### src/rtl/core/hex_octet_string_decoder_assert.svh
// Assertion macros shared by the decoder RTL.
`ifndef HEX_OCTET_STRING_DECODER_ASSERT_SVH
`define HEX_OCTET_STRING_DECODER_ASSERT_SVH

// Same-cycle implication, disabled while reset is high.
`define HOSD_ASSERT_IMPL(label, clk, rst, ante, cons) \
   label: assert property (@(posedge clk) disable iff (rst) (ante) |-> (cons)) \
      else $error("hosd assertion failed");

// Next-cycle implication, disabled while reset is high.
`define HOSD_ASSERT_NEXT(label, clk, rst, ante, cons) \
   label: assert property (@(posedge clk) disable iff (rst) (ante) |=> (cons)) \
      else $error("hosd assertion failed");

`endif

### src/rtl/core/hosd_pkg.sv
package hosd_pkg;

   localparam int CountBits    = 16;  // internal counter width, 8 to 32
   localparam int OutCountBits = 16;  // width of the count fields on the port
   localparam int CharBits     = 8;
   localparam int OctetBits    = 8;
   localparam int StatusBits   = 2;

   typedef logic [CountBits-1:0]    cnt_type;
   typedef logic [OutCountBits-1:0] out_cnt_type;
   typedef logic [CharBits-1:0]     char_type;

   localparam logic [StatusBits-1:0] StOk       = 2'd0;
   localparam logic [StatusBits-1:0] StMissPfx  = 2'd1;
   localparam logic [StatusBits-1:0] StBadCont  = 2'd2;
   localparam logic [StatusBits-1:0] StOverflow = 2'd3;

   localparam logic KindOctet  = 1'b0;
   localparam logic KindStatus = 1'b1;

   typedef struct packed {
      logic                  kind;
      logic [OctetBits-1:0]  octet_value;
      logic [StatusBits-1:0] status;
      out_cnt_type           consumed;
      out_cnt_type           octet_count;
      logic                  final_res;
   } rsp_type;

endpackage

### src/rtl/core/hosd_chan_if.sv
interface hosd_req_if;
   logic                     valid;
   logic                     ready;
   logic [hosd_pkg::CharBits-1:0] ch;
   logic                     last;

   modport source (output valid, output ch, output last, input ready);
   modport sink   (input valid, input ch, input last, output ready);
endinterface

interface hosd_rsp_if;
   logic                                 valid;
   logic                                 ready;
   logic                                 kind;
   logic [hosd_pkg::OctetBits-1:0]       octet_value;
   logic [hosd_pkg::StatusBits-1:0]      status;
   logic [hosd_pkg::OutCountBits-1:0]    consumed;
   logic [hosd_pkg::OutCountBits-1:0]    octet_count;
   logic                                 final_res;

   modport source (output valid, output kind, output octet_value, output status,
                   output consumed, output octet_count, output final_res,
                   input ready);
   modport sink   (input valid, input kind, input octet_value, input status,
                   input consumed, input octet_count, input final_res,
                   output ready);
endinterface

### src/rtl/core/hosd_parse.sv
`include "hex_octet_string_decoder_assert.svh"

module hosd_parse (
   input  logic                         clock,
   input  logic                         reset,
   input  logic                         accept,
   input  logic [hosd_pkg::CharBits-1:0] ch,
   input  logic                         last,
   output logic                         res_valid,
   output hosd_pkg::rsp_type            res
);

   localparam logic [3:0] PhLead  = 4'd0;
   localparam logic [3:0] PhPfx   = 4'd1;
   localparam logic [3:0] PhDig   = 4'd2;
   localparam logic [3:0] PhHalf  = 4'd3;
   localparam logic [3:0] PhTrail = 4'd4;
   localparam logic [3:0] PhBs    = 4'd5;
   localparam logic [3:0] PhCr    = 4'd6;
   localparam logic [3:0] PhCmt   = 4'd7;
   localparam logic [3:0] PhNl    = 4'd8;
   localparam logic [3:0] PhNlc   = 4'd9;

   localparam hosd_pkg::char_type ChNul   = 8'h00;
   localparam hosd_pkg::char_type ChTab   = 8'h09;
   localparam hosd_pkg::char_type ChLf    = 8'h0A;
   localparam hosd_pkg::char_type ChCr    = 8'h0D;
   localparam hosd_pkg::char_type ChSpace = 8'h20;
   localparam hosd_pkg::char_type ChHash  = 8'h23;
   localparam hosd_pkg::char_type ChZero  = 8'h30;
   localparam hosd_pkg::char_type ChX     = 8'h78;
   localparam hosd_pkg::char_type ChBslash = 8'h5C;

   typedef struct packed {
      logic              ovf;
      hosd_pkg::cnt_type value;
   } sat_type;

   function automatic sat_type sat_add(hosd_pkg::cnt_type a, hosd_pkg::cnt_type b);
      logic [hosd_pkg::CountBits:0] s;
      sat_type r;
      s = {1'b0, a} + {1'b0, b};
      if (s[hosd_pkg::CountBits]) begin
         r.ovf   = 1'b1;
         r.value = '1;
      end else begin
         r.ovf   = 1'b0;
         r.value = s[hosd_pkg::CountBits-1:0];
      end
      return r;
   endfunction

   // {valid, nibble}
   function automatic logic [4:0] hex_decode(hosd_pkg::char_type c);
      logic [4:0] r;
      r = '0;
      if (c >= 8'h30 && c <= 8'h39) r = {1'b1, 4'(c - 8'h30)};
      else if (c >= 8'h41 && c <= 8'h46) r = {1'b1, 4'(c - 8'h37)};
      else if (c >= 8'h61 && c <= 8'h66) r = {1'b1, 4'(c - 8'h57)};
      return r;
   endfunction

   logic [3:0]        phase_ff, phase_in;
   logic [3:0]        high_nibble_ff, high_nibble_in;
   hosd_pkg::cnt_type committed_ff, committed_in;
   hosd_pkg::cnt_type tentative_ff, tentative_in;
   hosd_pkg::cnt_type octets_ff, octets_in;
   logic              finished_ff, finished_in;
   logic              ovf_ff, ovf_in;

   logic       term, is_sp;
   logic [4:0] hx;
   sat_type    c1, c2, o1, ct, t1;

   logic                          pair, fin, fin_term, fin_ovf, clear;
   logic [hosd_pkg::StatusBits-1:0] fin_st, st_eff;
   hosd_pkg::cnt_type             fin_cons;

   assign term  = last || (ch == ChNul);
   assign is_sp = (ch == ChSpace) || (ch == ChTab);
   assign hx    = hex_decode(ch);
   assign c1    = sat_add(committed_ff, hosd_pkg::CountBits'(1));
   assign c2    = sat_add(committed_ff, hosd_pkg::CountBits'(2));
   assign o1    = sat_add(octets_ff, hosd_pkg::CountBits'(1));
   assign ct    = sat_add(committed_ff, tentative_ff);
   assign t1    = sat_add(tentative_ff, hosd_pkg::CountBits'(1));

   always_comb begin
      phase_in       = phase_ff;
      high_nibble_in = high_nibble_ff;
      committed_in   = committed_ff;
      tentative_in   = tentative_ff;
      octets_in      = octets_ff;
      finished_in    = finished_ff;
      ovf_in         = ovf_ff;
      pair     = 1'b0;
      fin      = 1'b0;
      fin_term = term;
      fin_ovf  = 1'b0;
      fin_st   = hosd_pkg::StOk;
      fin_cons = committed_ff;
      st_eff   = hosd_pkg::StOk;
      clear    = 1'b0;
      res_valid = 1'b0;
      res       = '0;

      if (accept) begin
         if (finished_ff) begin
            clear = term;
         end else begin
            unique case (phase_ff) inside
               PhLead: begin
                  if (!term && (is_sp || ch == ChZero)) begin
                     committed_in = c1.value;
                     ovf_in       = ovf_ff | c1.ovf;
                     if (!is_sp) phase_in = PhPfx;
                  end else begin
                     fin    = 1'b1;
                     fin_st = hosd_pkg::StMissPfx;
                  end
               end
               PhPfx: begin
                  if (!term && ch == ChX) begin
                     committed_in = c1.value;
                     ovf_in       = ovf_ff | c1.ovf;
                     phase_in     = PhDig;
                  end else begin
                     fin    = 1'b1;
                     fin_st = hosd_pkg::StMissPfx;
                  end
               end
               PhDig: begin
                  pair = 1'b1;
               end
               PhHalf: begin
                  if (term || !hx[4]) begin
                     fin = 1'b1;
                  end else begin
                     res_valid        = 1'b1;
                     res.kind         = hosd_pkg::KindOctet;
                     res.octet_value  = {high_nibble_ff, hx[3:0]};
                     committed_in     = c2.value;
                     octets_in        = o1.value;
                     ovf_in           = ovf_ff | c2.ovf | o1.ovf;
                     phase_in         = PhDig;
                  end
               end
               PhTrail: begin
                  if (!term && is_sp) begin
                     tentative_in = t1.value;
                     ovf_in       = ovf_ff | t1.ovf;
                  end else begin
                     fin      = 1'b1;
                     fin_cons = ct.value;
                     fin_ovf  = ct.ovf;
                  end
               end
               PhBs: begin
                  if (term) begin
                     fin = 1'b1;
                  end else if (is_sp || ch == ChHash || ch == ChLf || ch == ChCr) begin
                     committed_in = c1.value;
                     ovf_in       = ovf_ff | c1.ovf;
                     if (ch == ChHash) phase_in = PhCmt;
                     else if (ch == ChLf) phase_in = PhNl;
                     else if (ch == ChCr) phase_in = PhCr;
                  end else begin
                     fin    = 1'b1;
                     fin_st = hosd_pkg::StBadCont;
                  end
               end
               PhCr: begin
                  if (!term && ch == ChLf) begin
                     committed_in = c1.value;
                     ovf_in       = ovf_ff | c1.ovf;
                     phase_in     = PhNl;
                  end else begin
                     fin    = 1'b1;
                     fin_st = hosd_pkg::StBadCont;
                  end
               end
               PhCmt: begin
                  if (term) begin
                     fin = 1'b1;
                  end else begin
                     committed_in = c1.value;
                     ovf_in       = ovf_ff | c1.ovf;
                     if (ch == ChLf) phase_in = PhNlc;
                  end
               end
               PhNl, PhNlc: begin
                  // a comment line may only follow a comment line
                  if (!term && (is_sp || (phase_ff == PhNlc && ch == ChHash))) begin
                     committed_in = c1.value;
                     ovf_in       = ovf_ff | c1.ovf;
                     if (!is_sp) phase_in = PhCmt;
                  end else begin
                     pair = 1'b1;
                  end
               end
               default: begin
                  clear = 1'b1;
               end
            endcase

            // point where a new hex pair or a continuation may start
            if (pair) begin
               if (term) begin
                  fin = 1'b1;
               end else if (hx[4]) begin
                  high_nibble_in = hx[3:0];
                  phase_in       = PhHalf;
               end else if (ch == ChBslash) begin
                  committed_in = c1.value;
                  ovf_in       = ovf_ff | c1.ovf;
                  phase_in     = PhBs;
               end else if (is_sp) begin
                  tentative_in = hosd_pkg::CountBits'(1);
                  phase_in     = PhTrail;
               end else begin
                  fin = 1'b1;
               end
            end

            if (fin) begin
               st_eff = fin_st;
               if (fin_st == hosd_pkg::StOk && (ovf_ff || fin_ovf))
                  st_eff = hosd_pkg::StOverflow;
               res_valid       = 1'b1;
               res.kind        = hosd_pkg::KindStatus;
               res.status      = st_eff;
               res.consumed    = (st_eff == hosd_pkg::StMissPfx ||
                                  st_eff == hosd_pkg::StBadCont) ?
                                 '0 : hosd_pkg::OutCountBits'(fin_cons);
               res.octet_count = hosd_pkg::OutCountBits'(octets_ff);
               res.final_res   = 1'b1;
               if (fin_term) clear = 1'b1;
               else finished_in = 1'b1;
            end
         end

         if (clear) begin
            phase_in       = PhLead;
            high_nibble_in = '0;
            committed_in   = '0;
            tentative_in   = '0;
            octets_in      = '0;
            finished_in    = 1'b0;
            ovf_in         = 1'b0;
         end
      end
   end

   always_ff @(posedge clock) begin
      if (reset) begin
         phase_ff       <= PhLead;
         high_nibble_ff <= '0;
         committed_ff   <= '0;
         tentative_ff   <= '0;
         octets_ff      <= '0;
         finished_ff    <= 1'b0;
         ovf_ff         <= 1'b0;
      end else begin
         phase_ff       <= phase_in;
         high_nibble_ff <= high_nibble_in;
         committed_ff   <= committed_in;
         tentative_ff   <= tentative_in;
         octets_ff      <= octets_in;
         finished_ff    <= finished_in;
         ovf_ff         <= ovf_in;
      end
   end

   `HOSD_ASSERT_IMPL(a_res_needs_accept, clock, reset, res_valid, accept)
   `HOSD_ASSERT_IMPL(a_quiet_when_finished, clock, reset, finished_ff, !res_valid)
   `HOSD_ASSERT_NEXT(a_final_ends_run, clock, reset, res_valid && res.final_res,
      finished_ff || (phase_ff == PhLead && committed_ff == '0 && octets_ff == '0))
   `HOSD_ASSERT_NEXT(a_octet_back_to_pair, clock, reset, res_valid && !res.final_res,
      phase_ff == PhDig && !finished_ff)

endmodule

### src/rtl/core/hosd_out_buf.sv
`include "hex_octet_string_decoder_assert.svh"

module hosd_out_buf (
   input  logic              clock,
   input  logic              reset,
   input  logic              in_valid,
   input  hosd_pkg::rsp_type in_data,
   output logic              in_ready,
   output logic              out_valid,
   output hosd_pkg::rsp_type out_data,
   input  logic              out_ready
);

   logic              out_valid_ff, out_valid_in;
   hosd_pkg::rsp_type out_data_ff, out_data_in;
   logic              skid_valid_ff, skid_valid_in;
   hosd_pkg::rsp_type skid_data_ff, skid_data_in;

   logic take;

   assign take     = out_valid_ff && out_ready;
   assign in_ready = !skid_valid_ff;
   assign out_valid = out_valid_ff;
   assign out_data  = out_data_ff;

   always_comb begin
      out_valid_in  = out_valid_ff;
      out_data_in   = out_data_ff;
      skid_valid_in = skid_valid_ff;
      skid_data_in  = skid_data_ff;
      if (take || !out_valid_ff) begin
         if (skid_valid_ff) begin
            out_valid_in  = 1'b1;
            out_data_in   = skid_data_ff;
            skid_valid_in = 1'b0;
         end else begin
            out_valid_in = in_valid;
            out_data_in  = in_data;
         end
      end else if (in_valid) begin
         // output register is stalled: park the transaction
         skid_valid_in = 1'b1;
         skid_data_in  = in_data;
      end
   end

   always_ff @(posedge clock) begin
      if (reset) begin
         out_valid_ff  <= 1'b0;
         skid_valid_ff <= 1'b0;
      end else begin
         out_valid_ff  <= out_valid_in;
         skid_valid_ff <= skid_valid_in;
      end
      out_data_ff  <= out_data_in;
      skid_data_ff <= skid_data_in;
   end

   `HOSD_ASSERT_IMPL(a_skid_behind_out, clock, reset, skid_valid_ff, out_valid_ff)
   `HOSD_ASSERT_IMPL(a_no_overrun, clock, reset, in_valid, in_ready)
   `HOSD_ASSERT_NEXT(a_skid_holds, clock, reset, skid_valid_ff && !take,
      skid_valid_ff && $stable(skid_data_ff))

endmodule

### src/rtl/core/hex_octet_string_decoder.sv
// Hex octet string decoder.
// req_if carries one ASCII character per transaction (ch) plus last, which
// marks the end of the text; a NUL character ends it as well.
// rsp_if carries results: an octet (kind 0) when the second digit of a hex
// pair arrives, and one final status record (kind 1, final_res 1) per run
// with status, consumed character count and octet count.
// Each request yields at most one result, registered in the output register
// (via the skid register while rsp_if stalls). A request is taken every
// cycle while the result side keeps up; the throughput is one character per
// cycle, set by the parser state update on each accepted character.
// A two-entry output stage (output register plus skid register) lets the
// block park one more result while rsp_if is stalled; req_if.ready drops
// only when both entries hold results.
// After a final record not caused by the end of text, characters up to and
// including the next terminator are dropped without results.
// Synchronous active-high reset returns the parser to the leading-space
// phase with all counts cleared and empties the output stage.
module hex_octet_string_decoder (
   input  logic       clock,
   input  logic       reset,
   hosd_req_if.sink   req_if,
   hosd_rsp_if.source rsp_if
);

   logic              accept;
   logic              res_valid;
   hosd_pkg::rsp_type res;
   logic              buf_ready;
   logic              out_valid;
   hosd_pkg::rsp_type out_data;

   assign req_if.ready = buf_ready;
   assign accept       = req_if.valid && buf_ready;

   hosd_parse u_parse (
      .clock     (clock),
      .reset     (reset),
      .accept    (accept),
      .ch        (req_if.ch),
      .last      (req_if.last),
      .res_valid (res_valid),
      .res       (res)
   );

   hosd_out_buf u_out_buf (
      .clock     (clock),
      .reset     (reset),
      .in_valid  (res_valid),
      .in_data   (res),
      .in_ready  (buf_ready),
      .out_valid (out_valid),
      .out_data  (out_data),
      .out_ready (rsp_if.ready)
   );

   assign rsp_if.valid       = out_valid;
   assign rsp_if.kind        = out_data.kind;
   assign rsp_if.octet_value = out_data.octet_value;
   assign rsp_if.status      = out_data.status;
   assign rsp_if.consumed    = out_data.consumed;
   assign rsp_if.octet_count = out_data.octet_count;
   assign rsp_if.final_res   = out_data.final_res;

endmodule
### src/flat_wrapper.sv
// flat-port wrapper written by rule: the top's interface ports become plain ports
module hex_octet_string_decoder_flat 
  (clock, reset, req_if_valid, req_if_ch, req_if_last, req_if_ready, rsp_if_valid, rsp_if_kind, rsp_if_octet_value, rsp_if_status, rsp_if_consumed, rsp_if_octet_count, rsp_if_final_res, rsp_if_ready);
  hosd_req_if req_if_i ();
  hosd_rsp_if rsp_if_i ();
  input  logic clock;
  input  logic reset;
  input wire logic [$bits(req_if_i.valid)-1:0] req_if_valid;
  input wire logic [$bits(req_if_i.ch)-1:0] req_if_ch;
  input wire logic [$bits(req_if_i.last)-1:0] req_if_last;
  output wire logic [$bits(req_if_i.ready)-1:0] req_if_ready;
  output wire logic [$bits(rsp_if_i.valid)-1:0] rsp_if_valid;
  output wire logic [$bits(rsp_if_i.kind)-1:0] rsp_if_kind;
  output wire logic [$bits(rsp_if_i.octet_value)-1:0] rsp_if_octet_value;
  output wire logic [$bits(rsp_if_i.status)-1:0] rsp_if_status;
  output wire logic [$bits(rsp_if_i.consumed)-1:0] rsp_if_consumed;
  output wire logic [$bits(rsp_if_i.octet_count)-1:0] rsp_if_octet_count;
  output wire logic [$bits(rsp_if_i.final_res)-1:0] rsp_if_final_res;
  input wire logic [$bits(rsp_if_i.ready)-1:0] rsp_if_ready;
  assign req_if_i.valid = req_if_valid;
  assign req_if_i.ch = req_if_ch;
  assign req_if_i.last = req_if_last;
  assign req_if_ready = req_if_i.ready;
  assign rsp_if_valid = rsp_if_i.valid;
  assign rsp_if_kind = rsp_if_i.kind;
  assign rsp_if_octet_value = rsp_if_i.octet_value;
  assign rsp_if_status = rsp_if_i.status;
  assign rsp_if_consumed = rsp_if_i.consumed;
  assign rsp_if_octet_count = rsp_if_i.octet_count;
  assign rsp_if_final_res = rsp_if_i.final_res;
  assign rsp_if_i.ready = rsp_if_ready;
  hex_octet_string_decoder u_core (.clock(clock), .reset(reset), .req_if(req_if_i), .rsp_if(rsp_if_i));
endmodule
### config.mk
export PLATFORM = sky130hd
export DESIGN_NAME = hex_octet_string_decoder_flat
export DESIGN_NICKNAME = d
export VERILOG_FILES = /design/src/rtl/core/hosd_pkg.sv /design/src/rtl/core/hosd_chan_if.sv /design/src/rtl/core/hosd_parse.sv /design/src/rtl/core/hosd_out_buf.sv /design/src/rtl/core/hex_octet_string_decoder.sv /design/src/flat_wrapper.sv
export VERILOG_INCLUDE_DIRS = /design/src /design/src/rtl/core
export SDC_FILE = /design/constraint.sdc
export NUM_CORES = 1
export LEC_CHECK = 0
export ABC_CLOCK_PERIOD_IN_PS = 9200
export BUFFER_PORTS_ARGS = -buffer_cell sky130_fd_sc_hd__buf_2
export CORE_MARGIN = 5
export CORE_UTILIZATION = 25
export DETAILED_ROUTE_END_ITERATION = 16
export GPL_ROUTABILITY_DRIVEN = 0
export HOLD_SLACK_MARGIN = 0.02
export PLACE_DENSITY = 0.47
export SYNTH_ARGS = -nofsm -noshare
export SYNTH_HDL_FRONTEND = slang
export SYNTH_SLANG_ARGS = --single-unit
### constraint.sdc
create_clock -name clock -period 9.2 [get_ports clock]
set_clock_uncertainty 0.2 [all_clocks]
set_input_delay 0.92 -clock clock [delete_from_list [all_inputs] [get_ports clock]]
set_output_delay 0.92 -clock clock [all_outputs]
set_load 0.01 [all_outputs]
* Word level (Yosys, flattened, before mapping) *
Cells that the tools add are included.

operators by class
  $add $sub $neg = 8
  order comparisons = 6
  equal/unequal tests = 22
  multiplexer cells = 140
  bitwise operators = 5
  reduce and logical (&&, ||, !) cells = 40

operator list
  kind                                                            number
  2-to-1 mux 16 bit                                               30
  2-to-1 mux 44 bit                                               3
  one-hot mux 16 bit (7 select lines)                             1
  2-to-1 mux 4 bit                                                26
  2-to-1 mux 17 bit                                               5
  2-to-1 mux 1 bit                                                55
  adder 16 x 1 -> 17 bit, second input constant                   3
  2-to-1 mux 35 bit                                               1
  one-hot mux 4 bit (7 select lines)                              1
  == test 8 x 4 -> 1 bit, second input constant                   3
  == test 8 x 6 -> 1 bit, second input constant                   3
  2-to-1 mux 2 bit                                                9
  adder 16 x 16 -> 17 bit                                         1
  adder 16 x 2 -> 17 bit, second input constant                   1
  == test 4 x 3 -> 1 bit, second input constant                   4
  == test 8 x 7 -> 1 bit, second input constant                   2
  >= comparator 8 x 7 -> 1 bit, second input constant             2
  less-or-equal comparator 8 x 7 -> 1 bit, second input constant  2
  2-to-1 mux 5 bit                                                3
  logical AND 1 bit                                               12
  logical OR 1 bit                                                11
  OR reduction 10 bit                                             1
  2-to-1 mux 9 bit                                                1
  == test 4 x 2 -> 1 bit, second input constant                   2
  25 further kinds                                                39

storage, ports and cells
  register bits = 148
  input port bits = 13
  output and inout bits = 46
  word-level logic and storage cells = 242

* Logic depth before layout (Yosys ltp) *
  word-level depth = 26
  mapped depth = 14
  mapped depth without buffers = 11

* By module *
From an unflattened synthesis, not the netlist that was laid out.

unflattened totals
  cell total of the unflattened synthesis = 1041
  area, all modules = 9551.7 sq um

modules (own cells, without submodules)
  module                    instances  cells an instance  area each (sq um)  sequential area each (sq um)
  hosd_parse                1          894                6102.1             1161.1
  hosd_out_buf              1          146                3443.3             2682.6
  hex_octet_string_decoder  1          1                  6.3                0.0

* Least setup slack after synthesis *
No wires, ideal clock.

  kind = in2reg
  start = input req_if_ch[1]
  end = register u_core.u_out_buf.skid_data_ff[10] (netlist name) (enable)
  setup time = 458 ps
  arrival = 4774 ps
  required time = 8542 ps
  setup slack = 3768 ps
  cell stages on the path = 9
  path buffers = 1
  path through = inv_1 > ha_1 > buf_2 > o311a_1 > a311oi_1 > a21oi_2 > o2111ai_2 > nand2_1 > a21oi_1

on the way
  cells in the longest elaborated chain, start to end = 20
  elaborated cells on any way between the ends = 63
  classes of those cells = order compare: 6; eq/ne: 8; mux: 28; reduce/logical: 21

ends and longest elaborated chain
  item                                                                                     line                text
  start, declared                                                                          flat_wrapper.sv:9   input wire logic [$bits(req_if_i.ch)-1:0] req_if_ch;
  >= comparator 8 x 7 -> 1 bit or less-or-equal comparator 8 x 7 -> 1 bit (tied branches)  hosd_parse.sv:59    else if (c >= 8'h61 && c <= 8'h66) r = {1'b1, 4'(c - 8'h57)};
  logical AND 1 bit                                                                        hosd_parse.sv:59
  2-to-1 mux 5 bit                                                                         hosd_parse.sv:59
  2-to-1 mux 5 bit                                                                         hosd_parse.sv:58    else if (c >= 8'h41 && c <= 8'h46) r = {1'b1, 4'(c - 8'h37)};
  2-to-1 mux 5 bit                                                                         hosd_parse.sv:57    if (c >= 8'h30 && c <= 8'h39) r = {1'b1, 4'(c - 8'h30)};
  logical NOT 1 bit                                                                        hosd_parse.sv:136   if (term || !hx[4]) begin
  logical OR 1 bit                                                                         hosd_parse.sv:136
  2-to-1 mux 1 bit                                                                         hosd_parse.sv:136
  [... 4 more ...]                                                                         n/a
  2-to-1 mux 1 bit                                                                         hosd_parse.sv:208   if (term) begin
  2-to-1 mux 1 bit                                                                         hosd_parse.sv:207   if (pair) begin
  2-to-1 mux 1 bit                                                                         hosd_parse.sv:108   if (finished_ff) begin
  2-to-1 mux 1 bit                                                                         hosd_parse.sv:107   if (accept) begin
  2-to-1 mux 1 bit *                                                                       hosd_parse.sv:225   if (fin) begin
  2-to-1 mux 1 bit *                                                                       hosd_parse.sv:108
  2-to-1 mux 1 bit *                                                                       hosd_parse.sv:107
  AND reduction 2 bit (no source line) *                                                   n/a
  end signal, assigned                                                                     hosd_out_buf.sv:56  skid_data_ff <= skid_data_in;
  end, declared                                                                            hosd_out_buf.sv:17  hosd_pkg::rsp_type skid_data_ff, skid_data_in;

Mark *: on every way between the ends. The rest lies on a longest branch, timed or not. The select of a mux whose other input is x is not followed.
A chain may end at the register's enable or synchronous reset.

* Worst setup path after layout *
  start = input req_if_ch[1]
  end = register u_core.u_out_buf.skid_data_ff[27] (netlist name) (enable)

The elaborated chain is that of the path after synthesis.

==> run metrics <==
status=complete, no violations; Post-synth EDFFs=86; warnings from Yosys=0; Post-Synth XOR/XNOR Area=0.01915; ant diodes=0; Max Used Layer=met5; WL final=28.77 mm; largest family of logic cells by synthesized area=compound AO/OA/AOI/OAI gates; Hold Crit Class=register to register; WL met2=12.36 mm; initial antenna violation count=1; Max-Cap Viols=0; min-delay src=u_core.u_parse.high_nibble_ff[3]; Detail Placement HPWL=20.65 mm; Worst Max-Slew Pin Slew=1.072 ns; peak supply drop=0.08593 mV; DR WL met3=1.945 mm; met1 wire length=13.94 mm; Slew HR=0.2843; crit end category=register; chip height=201.3 µm; CP peak stage delay=0.61 ns; post-route ant nets=0; Port-buffer cells=58; fmax=220.2 MHz; Crit Path Category=primary input to register; Worst-Skew Late Latency=0.44 ns; origin of the critical flop-to-flop path=u_core.u_parse.phase_ff[1]; count of final max-slew check failures=0; Routed WL per cell=18.68 µm; syn_nets=1068; sequential cell area fraction in the yosys report=0.4136; FP Rows=70; Post-Synth Simple-Gate Area=0.2150; cts bufs inserted=17; P_leak=4.082 nW; Top Ports=59; Root Driver=clkbuf_16; vias=8207; RSZ-0062 raised after global routing=no; Vias/cell=5.329; CTS resizes=0; Cell Chain, Critical Path=buf_2, inv_1, ha_1, o311a_1, a311oi_1, a21oi_2, o2111ai_2, nand2_1, a21oi_4, buf_4; setup TNS=0 ns; FFs w/ async S/R, synth=0; Initial Util=0.2517; Worst-path clk slew=0.08 ns; CTS sink cnt=146; core area=36350 µm²; post-synthesis cell count=1028; Slowest-stage cell, CP=o2111ai_2; DR DRC count=0; die span in x=201.3 µm; clock power share=0.470; Compound-Gate Fraction of Synth Area=0.2661; final hold viol count=0; Unique masters post-synth=83; pin count of the biggest net entering global routing=47; P_sw=0.3920 mW; synth-to-layout area growth=14.51%; number of DRC violations after detailed-routing iteration 0=762; Switching Fraction=0.2607; share of cells above drive strength 1=0.1306; gr ovfl total=0; Critical Path Start=req_if_ch[1]; internal power=1.112 mW; crit path DAT=4.41 ns; Post-Syn Area=9149 µm²; total global-route track usage=0.1388; Max FO, Critical Path=36; CTS tree=done; Max clock buf depth=2; CP required=9.07 ns; cell area after layout=10480 µm²; Setup Buffers After CTS=0; final net count=1099; vias in the first global route=7747; Comb power frac=0.059; full die area=40520 µm²; H-Tree Level Count=4; Pwr per Cell Area=143.6 nW/µm²; post-synthesis mux area share=0.008069; placed instance area=9878 µm²; endpoints failing setup=0; post-synthesis register bit count=146; sequential share of power=0.471; drt pass-1 iters=8; # hold bufs at CTS=0; fin crit period=4.541 ns; dominant synthesized flop cell=edfxtp_1; Post-Syn Area per Cell=8.900 µm²; crit share post-route=0.4936; global-route wire length before repair=45.58 mm; startpoint class of the critical path=primary input; Synth Area in Adders=0.03775
==> layout make-up <==
type	instances	area [µm²]
clock buffer	19	464.2
clock inverter	13	133.9
fill	3863	25870
inverter	33	123.9
multi-input combinational	792	5012
sequential	146	3784
tap	468	585.6
timing repair buffer	69	372.9
==> registers in the layout (all words and copies together), names as in the netlist <==
| name | cells |
|---|---|
| u_core.u_out_buf.out_data | 43 |
| u_core.u_out_buf.skid_data_ff | 43 |
| u_core.u_parse.committed_ff | 16 |
| u_core.u_parse.octets_ff | 16 |
| u_core.u_parse.tentative_ff | 16 |
| u_core.u_parse.high_nibble_ff | 4 |
| u_core.u_parse.phase_ff | 4 |
| u_core.u_out_buf.out_valid | 1 |
| u_core.u_out_buf.skid_valid_ff | 1 |
| u_core.u_parse.finished_ff | 1 |
| u_core.u_parse.ovf_ff | 1 |
==> cell families after synthesis <==
kind of cell	count (synthesis)
compound gates	349
xor+xnor	20
fa+ha+maj	27
buf+inv	90
flops	146
mux	7
simple gates	389
==> power groups by stage <==
stage | sequential [mW] | clock, mW | combinational [mW]
floorplan | 0.729 | 0 | 0.0444
global route | 0.710 | 0.755 | 0.0964
finish | 0.708 | 0.707 | 0.0883
detailed placement | 0.723 | 0 | 0.0889
global placement | 0.723 | 0 | 0.0883
CTS | 0.709 | 0.726 | 0.0891
==> per-layer routing <==
layer	GRT usage	vias to the layer above
met4	0.03833	2
met2	0.2035	293
met5	0	-
met1	0.2056	3897
li1	-	3975
met3	0.03014	40
==> cell usage after synthesis, types with 12 or more instances <==
master	number	area [µm²]
a21o_1	52	390.4
a21oi_1	74	370.4
a22o_1	16	140.1
a31oi_1	12	75.07
and3_1	26	162.7
clkbuf_1	46	172.7
dfxtp_1	60	1201
edfxtp_1	86	2582
ha_1	26	325.3
inv_1	33	123.9
nand2_1	97	364.1
nand2b_1	18	112.6
nand3_1	42	210.2
nand4_1	21	131.4
nor2_1	88	330.3
nor3_1	37	185.2
o211ai_1	12	90.09
o21ai_0	82	410.4
o22ai_1	14	87.58
xnor2_1	12	105.1
==> worst paths after layout <==
| check | end | slack, ns | depth (start not counted) |
|---|---|---|---|
| setup / recovery | u_core.u_out_buf.skid_data_ff[27] | 4.66 | 10 |
| hold / removal | u_core.u_parse.high_nibble_ff[3] | 0.28 | 1 |
| setup reg to reg | u_core.u_out_buf.skid_data_ff[27] | 4.98 | 8 |
| hold reg to reg | u_core.u_parse.high_nibble_ff[3] | 0.28 | 1 |
==> critical path, delay by kind of cell <==
family,cells,cell delay [ns]
and+or+nand+nor,1,0.38
adders and majority gates,1,0.30
AOI/OAI and AO/OA,5,2.08
buffers and inverters,3,0.67
==> metrics by stage <==
stage	util	power [mW]	std cells	worst slack [ns]	hold slack [ns]
6_report	0.2882	1.504	1540	4.659	0.2800
5_1_grt	0.2882	1.561	1540	4.311	0.2930
4_1_cts	0.2882	1.523	1540	4.639	0.2852
3_5_place_dp	0.2718	0.8124	1508	4.186	0.2653
3_3_place_gp	0.2718	0.8116	1508	4.285	0.2608
2_1_floorplan	-	0.7737	1028	3.768	0.2405
==> cells in the final DEF, fill, tap and decap left out, types with 14 or more instances in the layout <==
| cell | instances |
|---|---|
| ha_1 | 26 |
| and3_1 | 26 |
| nand3_1 | 42 |
| nand2_1 | 97 |
| buf_2 | 58 |
| o21ai_0 | 81 |
| inv_1 | 33 |
| o22ai_1 | 14 |
| a21o_1 | 52 |
| nand2b_1 | 17 |
| nor2_1 | 87 |
| edfxtp_1 | 86 |
| nand4_1 | 21 |
| clkbuf_16 | 18 |
| a21oi_1 | 73 |
| a22o_1 | 16 |
| nor3_1 | 37 |
| dfxtp_1 | 60 |
No activity file was read; power rests on OpenSTA's default activity.
